**src/hw/rtl/dphd_pkg.sv**
```systemverilog
`default_nettype none
package dphd_pkg;

   // sizes that follow from the stream fields
   localparam int SAMPLE_BITS    = 12;
   localparam int COUNT_BITS     = 16;
   localparam int FIELD_SAMPLE_W = 12;
   localparam int TIME_W         = 32;
   localparam int DUR_W          = 16;
   localparam int OUT_COUNT_W    = 16;
   localparam int NUM_PADS       = 4;
   localparam int PAD_IDX_W      = 2;
   localparam int REQ_W          = NUM_PADS * FIELD_SAMPLE_W + TIME_W;
   localparam int RSP_FIELDS_W   = NUM_PADS + 2 * OUT_COUNT_W;
   localparam int RSP_W          = ((RSP_FIELDS_W + 7) / 8) * 8;
   localparam int CSR_IDX_W      = 3;
   localparam int CSR_DATA_W     = 64;
   localparam int RISE_W         = ((SAMPLE_BITS > DUR_W) ? SAMPLE_BITS : DUR_W) + 1;
   localparam int EDGE_CNT_W     = 3;

   // register indexes
   localparam logic [CSR_IDX_W-1:0] REG_KEY_TIMEOUT  = 3'd0;
   localparam logic [CSR_IDX_W-1:0] REG_DON_DEBOUNCE = 3'd1;
   localparam logic [CSR_IDX_W-1:0] REG_KA_DEBOUNCE  = 3'd2;
   localparam logic [CSR_IDX_W-1:0] REG_CROSSTALK    = 3'd3;
   localparam logic [CSR_IDX_W-1:0] REG_ROLL_TIMEOUT = 3'd4;
   localparam logic [CSR_IDX_W-1:0] REG_THRESHOLDS   = 3'd5;

   typedef enum logic [2:0] {
      ST_IDLE,
      ST_KEY,
      ST_DEB,
      ST_XTALK,
      ST_CHG,
      ST_ROLL,
      ST_EDGE
   } dphd_state_type;

endpackage
`default_nettype wire

```
**src/hw/rtl/drum_pad_hit_detector.sv**
```systemverilog
// each accepted req word is scanned pad by pad: key, debounce, crosstalk and last-change
// steps on the shared 32-bit add/compare unit, ending early when a check fails, then one roll
// and one edge step; the edge step also waits while the previous rsp word is still held
// a new req word is taken only after the scan ends; req_tready is high only while idle
// reset: synchronous, active high; clears all pad timers, roll counters, configuration registers
// and any word in flight, after which the block is ready on the next cycle
`default_nettype none
module drum_pad_hit_detector import dphd_pkg::*; (
   input  logic                  clock,
   input  logic                  reset,
   input  logic                  req_tvalid,
   output logic                  req_tready,
   // left don sample, right don sample, left ka sample, right ka sample, now_ms
   input  logic [REQ_W-1:0]      req_tdata,
   output logic                  rsp_tvalid,
   input  logic                  rsp_tready,
   // left don hit, right don hit, left ka hit, right ka hit, roll_count,
   // last_roll_count, zero fill
   output logic [RSP_W-1:0]      rsp_tdata,
   input  logic                  csr_wen,
   input  logic [CSR_IDX_W-1:0]  csr_index,
   input  logic [CSR_DATA_W-1:0] csr_wdata
);

   localparam logic [COUNT_BITS:0] COUNT_MAX = {1'b0, {COUNT_BITS{1'b1}}};

   dphd_state_type state_ff, state_in;
   logic [PAD_IDX_W-1:0] pad_ff, pad_in;

   logic [DUR_W-1:0]  key_ff, don_deb_ff, ka_deb_ff, xtalk_ff;
   logic [TIME_W-1:0] roll_to_ff;
   logic [4*DUR_W-1:0] thr_ff;

   logic [SAMPLE_BITS-1:0] sample_ff [NUM_PADS];
   logic [TIME_W-1:0]      now_ff;

   logic [SAMPLE_BITS-1:0] prev_ff [NUM_PADS];
   logic [SAMPLE_BITS-1:0] prev_in [NUM_PADS];
   logic [NUM_PADS-1:0]    active_ff, active_in;
   logic [TIME_W-1:0]      trig_ff [NUM_PADS];
   logic [TIME_W-1:0]      trig_in [NUM_PADS];
   logic [TIME_W-1:0]      change_ff [NUM_PADS];
   logic [TIME_W-1:0]      change_in [NUM_PADS];
   logic [TIME_W-1:0]      don_hit_ff, don_hit_in, ka_hit_ff, ka_hit_in;
   logic [TIME_W-1:0]      roll_hit_ff, roll_hit_in;
   logic [COUNT_BITS-1:0]  running_ff, running_in, roll_prev_ff, roll_prev_in;
   logic [NUM_PADS-1:0]    prev_hits_ff, prev_hits_in;

   logic                   rsp_valid_ff, rsp_valid_in;
   logic [RSP_W-1:0]       rsp_data_ff, rsp_data_in;

   // shared add/subtract and magnitude compare unit
   logic [TIME_W-1:0] unit_a, unit_b, unit_lim, unit_res;
   logic              unit_sub, unit_gt, unit_eq;

   logic                  is_don;
   logic signed [RISE_W-1:0] rise;
   logic signed [RISE_W-1:0] thr_s;
   logic                  rise_ok;
   logic [NUM_PADS-1:0]   new_edges;
   logic [EDGE_CNT_W-1:0] edge_cnt;
   logic [COUNT_BITS:0]   count_sum;
   logic [COUNT_BITS-1:0] count_next;

   assign unit_res = unit_sub ? (unit_a - unit_b) : (unit_a + unit_b);
   assign unit_gt  = unit_res > unit_lim;
   assign unit_eq  = unit_res == unit_lim;

   assign is_don  = (pad_ff < PAD_IDX_W'(NUM_PADS / 2));
   assign rise    = $signed(RISE_W'(sample_ff[pad_ff])) - $signed(RISE_W'(prev_ff[pad_ff]));
   assign thr_s   = $signed(RISE_W'(thr_ff[pad_ff*DUR_W +: DUR_W]));
   assign rise_ok = rise > thr_s;

   assign new_edges = active_ff & ~prev_hits_ff;
   always_comb begin
      edge_cnt = '0;
      for (int i = 0; i < NUM_PADS; i++) begin
         edge_cnt = edge_cnt + EDGE_CNT_W'(new_edges[i]);
      end
   end
   assign count_sum  = {1'b0, running_ff} + (COUNT_BITS+1)'(edge_cnt);
   assign count_next = (count_sum > COUNT_MAX) ? COUNT_MAX[COUNT_BITS-1:0]
                                               : count_sum[COUNT_BITS-1:0];

   assign req_tready = (state_ff == ST_IDLE);
   assign rsp_tvalid = rsp_valid_ff;
   assign rsp_tdata  = rsp_data_ff;

   always_comb begin
      state_in     = state_ff;
      pad_in       = pad_ff;
      prev_in      = prev_ff;
      active_in    = active_ff;
      trig_in      = trig_ff;
      change_in    = change_ff;
      don_hit_in   = don_hit_ff;
      ka_hit_in    = ka_hit_ff;
      roll_hit_in  = roll_hit_ff;
      running_in   = running_ff;
      roll_prev_in = roll_prev_ff;
      prev_hits_in = prev_hits_ff;
      rsp_valid_in = rsp_valid_ff;
      rsp_data_in  = rsp_data_ff;
      unit_a       = now_ff;
      unit_b       = trig_ff[pad_ff];
      unit_lim     = TIME_W'(key_ff);
      unit_sub     = 1'b1;

      if (rsp_valid_ff && rsp_tready) begin
         rsp_valid_in = 1'b0;
      end

      unique case (state_ff)
         ST_IDLE: begin
            if (req_tvalid) begin
               state_in = ST_KEY;
               pad_in   = '0;
            end
         end
         ST_KEY: begin
            // own key timeout; the same test releases an active pad
            prev_in[pad_ff] = sample_ff[pad_ff];
            if (active_ff[pad_ff] && unit_gt) begin
               active_in[pad_ff] = 1'b0;
               change_in[pad_ff] = now_ff;
            end
            if (unit_gt && rise_ok && !active_ff[pad_ff]) begin
               state_in = ST_DEB;
            end else if (unit_gt && rise_ok) begin
               state_in = ST_DEB;
            end else if (pad_ff == PAD_IDX_W'(NUM_PADS - 1)) begin
               state_in = ST_ROLL;
            end else begin
               pad_in = pad_ff + PAD_IDX_W'(1);
            end
         end
         ST_DEB: begin
            unit_b   = is_don ? don_hit_ff : ka_hit_ff;
            unit_lim = TIME_W'(is_don ? don_deb_ff : ka_deb_ff);
            if (!unit_gt && !unit_eq) begin
               if (pad_ff == PAD_IDX_W'(NUM_PADS - 1)) begin
                  state_in = ST_ROLL;
               end else begin
                  state_in = ST_KEY;
                  pad_in   = pad_ff + PAD_IDX_W'(1);
               end
            end else begin
               state_in = ST_XTALK;
            end
         end
         ST_XTALK: begin
            unit_b   = is_don ? ka_hit_ff : don_hit_ff;
            unit_lim = TIME_W'(xtalk_ff);
            if (!unit_gt) begin
               if (pad_ff == PAD_IDX_W'(NUM_PADS - 1)) begin
                  state_in = ST_ROLL;
               end else begin
                  state_in = ST_KEY;
                  pad_in   = pad_ff + PAD_IDX_W'(1);
               end
            end else begin
               state_in = ST_CHG;
            end
         end
         ST_CHG: begin
            // last change plus key timeout must not lie after now
            unit_a   = change_ff[pad_ff];
            unit_b   = TIME_W'(key_ff);
            unit_sub = 1'b0;
            unit_lim = now_ff;
            if (!unit_gt) begin
               active_in[pad_ff] = 1'b1;
               trig_in[pad_ff]   = now_ff;
               change_in[pad_ff] = now_ff;
            end
            // type timer moves even when the pad itself is refused
            if (is_don) begin
               don_hit_in = now_ff;
            end else begin
               ka_hit_in = now_ff;
            end
            if (pad_ff == PAD_IDX_W'(NUM_PADS - 1)) begin
               state_in = ST_ROLL;
            end else begin
               state_in = ST_KEY;
               pad_in   = pad_ff + PAD_IDX_W'(1);
            end
         end
         ST_ROLL: begin
            unit_b   = roll_hit_ff;
            unit_lim = roll_to_ff;
            if (unit_gt) begin
               if (running_ff > COUNT_BITS'(1)) begin
                  roll_prev_in = running_ff;
               end
               running_in = '0;
            end
            state_in = ST_EDGE;
         end
         ST_EDGE: begin
            if (!rsp_valid_ff || rsp_tready) begin
               if (new_edges != '0) begin
                  roll_hit_in = now_ff;
               end
               running_in   = count_next;
               prev_hits_in = active_ff;
               rsp_valid_in = 1'b1;
               rsp_data_in  = RSP_W'({OUT_COUNT_W'(roll_prev_ff), OUT_COUNT_W'(count_next),
                                      active_ff});
               state_in     = ST_IDLE;
            end
         end
         default: begin
            state_in = ST_IDLE;
         end
      endcase
   end

   always_ff @(posedge clock) begin
      if (reset) begin
         state_ff     <= ST_IDLE;
         pad_ff       <= '0;
         rsp_valid_ff <= 1'b0;
         active_ff    <= '0;
         don_hit_ff   <= '0;
         ka_hit_ff    <= '0;
         roll_hit_ff  <= '0;
         running_ff   <= '0;
         roll_prev_ff <= '0;
         prev_hits_ff <= '0;
         for (int i = 0; i < NUM_PADS; i++) begin
            prev_ff[i]   <= '0;
            trig_ff[i]   <= '0;
            change_ff[i] <= '0;
         end
      end else begin
         state_ff     <= state_in;
         pad_ff       <= pad_in;
         rsp_valid_ff <= rsp_valid_in;
         active_ff    <= active_in;
         don_hit_ff   <= don_hit_in;
         ka_hit_ff    <= ka_hit_in;
         roll_hit_ff  <= roll_hit_in;
         running_ff   <= running_in;
         roll_prev_ff <= roll_prev_in;
         prev_hits_ff <= prev_hits_in;
         prev_ff      <= prev_in;
         trig_ff      <= trig_in;
         change_ff    <= change_in;
      end
   end

   always_ff @(posedge clock) begin
      rsp_data_ff <= rsp_data_in;
   end

   // configuration registers
   always_ff @(posedge clock) begin
      if (reset) begin
         key_ff     <= '0;
         don_deb_ff <= '0;
         ka_deb_ff  <= '0;
         xtalk_ff   <= '0;
         roll_to_ff <= '0;
         thr_ff     <= '0;
      end else if (csr_wen) begin
         unique case (csr_index)
            REG_KEY_TIMEOUT:  key_ff     <= csr_wdata[DUR_W-1:0];
            REG_DON_DEBOUNCE: don_deb_ff <= csr_wdata[DUR_W-1:0];
            REG_KA_DEBOUNCE:  ka_deb_ff  <= csr_wdata[DUR_W-1:0];
            REG_CROSSTALK:    xtalk_ff   <= csr_wdata[DUR_W-1:0];
            REG_ROLL_TIMEOUT: roll_to_ff <= csr_wdata[TIME_W-1:0];
            REG_THRESHOLDS:   thr_ff     <= csr_wdata[4*DUR_W-1:0];
            default: begin
            end
         endcase
      end
   end

   // input word capture
   always_ff @(posedge clock) begin
      if (req_tvalid && req_tready) begin
         for (int i = 0; i < NUM_PADS; i++) begin
            sample_ff[i] <= SAMPLE_BITS'(req_tdata[i*FIELD_SAMPLE_W +: FIELD_SAMPLE_W]);
         end
         now_ff <= req_tdata[NUM_PADS*FIELD_SAMPLE_W +: TIME_W];
      end
   end

`ifndef SYNTHESIS
   a_start_first_pad: assert property (@(posedge clock) disable iff (reset)
      (req_tvalid && req_tready) |=> (state_ff == ST_KEY && pad_ff == '0))
      else $error("scan did not start at the first pad");

   a_chg_after_xtalk: assert property (@(posedge clock) disable iff (reset)
      (state_ff == ST_CHG) |-> ($past(state_ff) == ST_XTALK))
      else $error("last-change check reached without crosstalk check");

   a_edge_emits: assert property (@(posedge clock) disable iff (reset)
      (state_ff == ST_EDGE && (!rsp_valid_ff || rsp_tready))
      |=> (rsp_valid_ff && state_ff == ST_IDLE))
      else $error("edge step did not deliver a word");

   a_roll_prev_long: assert property (@(posedge clock) disable iff (reset)
      !$stable(roll_prev_ff) |-> (roll_prev_ff > COUNT_BITS'(1)))
      else $error("previous roll updated with a short roll");
`endif

endmodule
`default_nettype wire
```
**config.mk**
```make
export PLATFORM = sky130hd
export DESIGN_NAME = drum_pad_hit_detector
export DESIGN_NICKNAME = d
export VERILOG_FILES = /design/src/hw/rtl/dphd_pkg.sv /design/src/hw/rtl/drum_pad_hit_detector.sv
export SDC_FILE = /design/constraint.sdc
export NUM_CORES = 2
export LEC_CHECK = 0
export BUFFER_PORTS_ARGS = -buffer_cell sky130_fd_sc_hd__buf_2
export CORE_ASPECT_RATIO = 1.75
export CORE_MARGIN = 2
export CORE_UTILIZATION = 58
export CTS_CLUSTER_SIZE = 8
export DETAILED_ROUTE_END_ITERATION = 16
export HOLD_SLACK_MARGIN = 0.03
export PLACE_DENSITY = 0.76
export RECOVER_POWER = 25
export SYNTH_ARGS = -nofsm -noshare
export SYNTH_HDL_FRONTEND = slang
export SYNTH_SLANG_ARGS = --single-unit
```
**constraint.sdc**
```tcl
create_clock -name clock -period 11 [get_ports clock]
set_input_delay 0.55 -clock clock [delete_from_list [all_inputs] [get_ports clock]]
set_output_delay 0.55 -clock clock [all_outputs]
set_load 0.05 [all_outputs]
```
==> summary.md <==
| Metric | Value |
|---|---|
| Dpl hpwl | `65500 um` |
| Worst min-delay path class | `in -> reg` |
| Top-Level Pins | `194` |
| Crit path max-delay cell type | `nand3_1` |
| Initial core utilization | `0.584` |
| Final setup fails | `0` |
| #FFs+latches synth | `724` |
| Hold path start | `req_tdata[4]` |
| CTS buffer count | `100` |
| Period minus WS final | `9580 ps` |
| Post-route setup TNS | `0 ps` |
| Antenna Cells | `0` |
| Post-Route M1 WL | `36500 um` |
| Critical path capture point type | `flop` |
| Nets@finish | `4228` |
| Grt total ovfl | `0` |
| Initial antenna violation count | `1` |
| Largest net degree at the start of global routing | `248` |
| Setup slack, reg-to-reg | `1420 ps` |
| Met2 wire len | `49600 um` |
| Filler Cells Inserted | `4970` |
| DIE AREA | `62400 um2` |
| Placeable Area | `59900 um2` |
| Most frequent cells in the layout | `nand2_1, dfxtp_1, a21oi_1` |
| Failing checks | `capacitance limit, slew limit` |
| Worst Tran Pin Value | `8970 ps` |
| Routed vias | `28.8k` |
| Post-synth EDFFs | `116` |
| Sequential fraction of the synthesis area | `0.448` |
| Area grow syn2layout | `11.0%` |
| Clock transition at path regs | `50 ps` |
| Final Hold Vio Count | `0` |
| Synth Instances | `3934` |
| Setup crit end | `roll_prev_ff[13]` |
| Hold path cells | `1` |
| DIE WIDTH | `190 um` |
| Met3 wire len | `6190 um` |
| Fraction of layout cells with a size suffix above 1 | `0.115` |
| Max layer used | `met5` |
| Antenna viol nets, final | `0` |
| Largest stage delay on the critical path | `780 ps` |
| Status | `complete, but fails checks` |
| Drt total wl | `99000 um` |
| Drt pass-1 iters | `6` |
| CTS Sinks | `724` |
| Tot GR Track Use | `0.315` |
| Die Y | `329 um` |
| Clk_lat worst skew | `660 ps` |
| Commonest non-fill, non-tap cell in the layout | `nand2_1` |
| Unrepaired setup endpoints after global routing | `no` |
| Final worst clock skew | `21.7 ps` |
| Final Max Tran Viols | `348` |
| Kind of critical path | `reg -> reg` |
| Ys async rst share | `0` |
| Synth Flop Type | `dfxtp_1` |
| Worst EP required | `11230 ps` |
| Root Driver | `clkbuf_16` |
| Reg-to-reg endpoint | `roll_prev_ff[13]` |
| CP arrival | `9810 ps` |
| Max-cap check violation count | `2` |
| Post-CTS Repair Setup Buffers | `0` |
| Syn Area/Cell | `8.89 um2` |
| CTS H-Tree Depth | `3` |
| Reg2reg start | `state_ff[2]` |
| Global-route wire length before repair | `154000 um` |
| Post-Syn Area | `35000 um2` |
| Placer Congestion | `0.947` |
| Final period util | `0.871` |
| Port Buffers | `189` |
| Netlist cell types | `74` |
| CP startpoint kind | `flop` |
| Via density | `6.01` |
| Worst setup startpoint | `state_ff[2]` |
| Worst-path maximum fanout | `32` |
| CTS resizes | `0` |
| Worst R2R Path Depth | `28` |
| Clock buffer depth | `3` |
| DRC violations left | `0` |
| DRC marker count from the first detailed-route iteration | `2284` |
| Worst slew margin | `-4.98` |
| Hold-fix buffers, CTS | `0` |
| Max frequency | `0.104 GHz` |
| Number of global-route vias before repair | `28.3k` |
| CTS tree | `yes` |
| Row count | `119` |
| Synth warn | `0` |
| Avg WL per Cell | `20.6 um` |
[flip-flops by register name, indices dropped and copies added, names as in the netlist, 16 cells and up, named ones only]
signal	cells
now_ff	32
key_ff	16
roll_prev_ff	16
roll_hit_ff	32
rsp_tdata	36
don_hit_ff	32
roll_to_ff	32
ka_hit_ff	32
don_deb_ff	16
change_ff	128
ka_deb_ff	16
thr_ff	64
trig_ff	128
running_ff	16
prev_ff	48
sample_ff	48
xtalk_ff	16
[through the flow]
step	hold slack, ps	cell area, um2	utilization	cells	setup WS [ps]
6_report	67.7	38800	0.649	4798	1420
5_1_grt	55.6	38800	0.649	4798	713
4_1_cts	39.0	38900	0.650	4798	1750
3_5_place_dp	416	36200	0.605	4662	1800
3_3_place_gp	416	36200	0.605	4662	2000
2_1_floorplan	408	35000	-	3937	3400
[layer usage]
metal / track usage / up-vias
met3: 0.0459 / 350
li1: - / 13600
met1: 0.358 / 13700
met4: 0.201 / 2
met2: 0.553 / 1155
met5: 0 / -
[cell usage after synthesis (14+ instances only)]
library cell | instances | area (um2)
a211oi_1 | 31 | 233
a21o_1 | 29 | 218
a21oi_1 | 432 | 2160
a22oi_1 | 23 | 173
a31oi_1 | 30 | 188
and3_1 | 14 | 87.6
buf_1 | 20 | 75.1
buf_2 | 24 | 120
clkbuf_1 | 252 | 946
dfxtp_1 | 608 | 12200
edfxtp_1 | 116 | 3480
ha_1 | 93 | 1160
inv_1 | 57 | 214
mux2i_1 | 225 | 2250
mux4_2 | 102 | 2300
nand2_1 | 833 | 3130
nand2b_1 | 84 | 526
nand3_1 | 33 | 165
nor2_1 | 274 | 1030
nor2b_1 | 115 | 719
nor3_1 | 20 | 100
o21ai_0 | 258 | 1290
xnor2_1 | 48 | 420
xor2_1 | 27 | 236
[worst min-delay path by stage]
stage / to / slack, ps
after floorplan: rsp_tdata[20] / 410
after global placement: rsp_tdata[23] / 420
after detailed placement: rsp_tdata[27] / 420
after CTS: sample_ff[0][4] / 40
after global routing: sample_ff[0][4] / 60
final: sample_ff[0][4] / 70
[area by class of cell]
cell class                      instances  area (um2)  area share
Clock inverter                          2        17.5    0.000451
Inverter                               59         221     0.00570
Clock buffer                          134        2670      0.0688
Multi-Input combinational cell       2840       17900       0.460
Timing Repair Buffer                  253        1400      0.0359
Sequential cell                       724       15700       0.404
Tap cell                              786         983      0.0253
[kinds of logic after synthesis]
group	synth area share
and+or+nand+nor	0.177
xor gates and xnor gates	0.0192
buffers and inverters	0.0437
AOI/OAI and AO/OA	0.142
adders and majority gates	0.0361
DFF	0.448
muxes	0.134
other	0.000107
[critical path, delay by kind of cell (launching register included)]
kind,cells,cell delay [ps]
AND/OR/NAND/NOR,9,3240
buffers and inverters,2,530
adder cells (fa/ha/maj),2,620
flip-flops,1,750
AO/OA/AOI/OAI,13,3690
XOR/XNOR,2,290
Power is not shown: default switching activity piles up to over one toggle a cycle in this logic, so the estimate is an artifact.
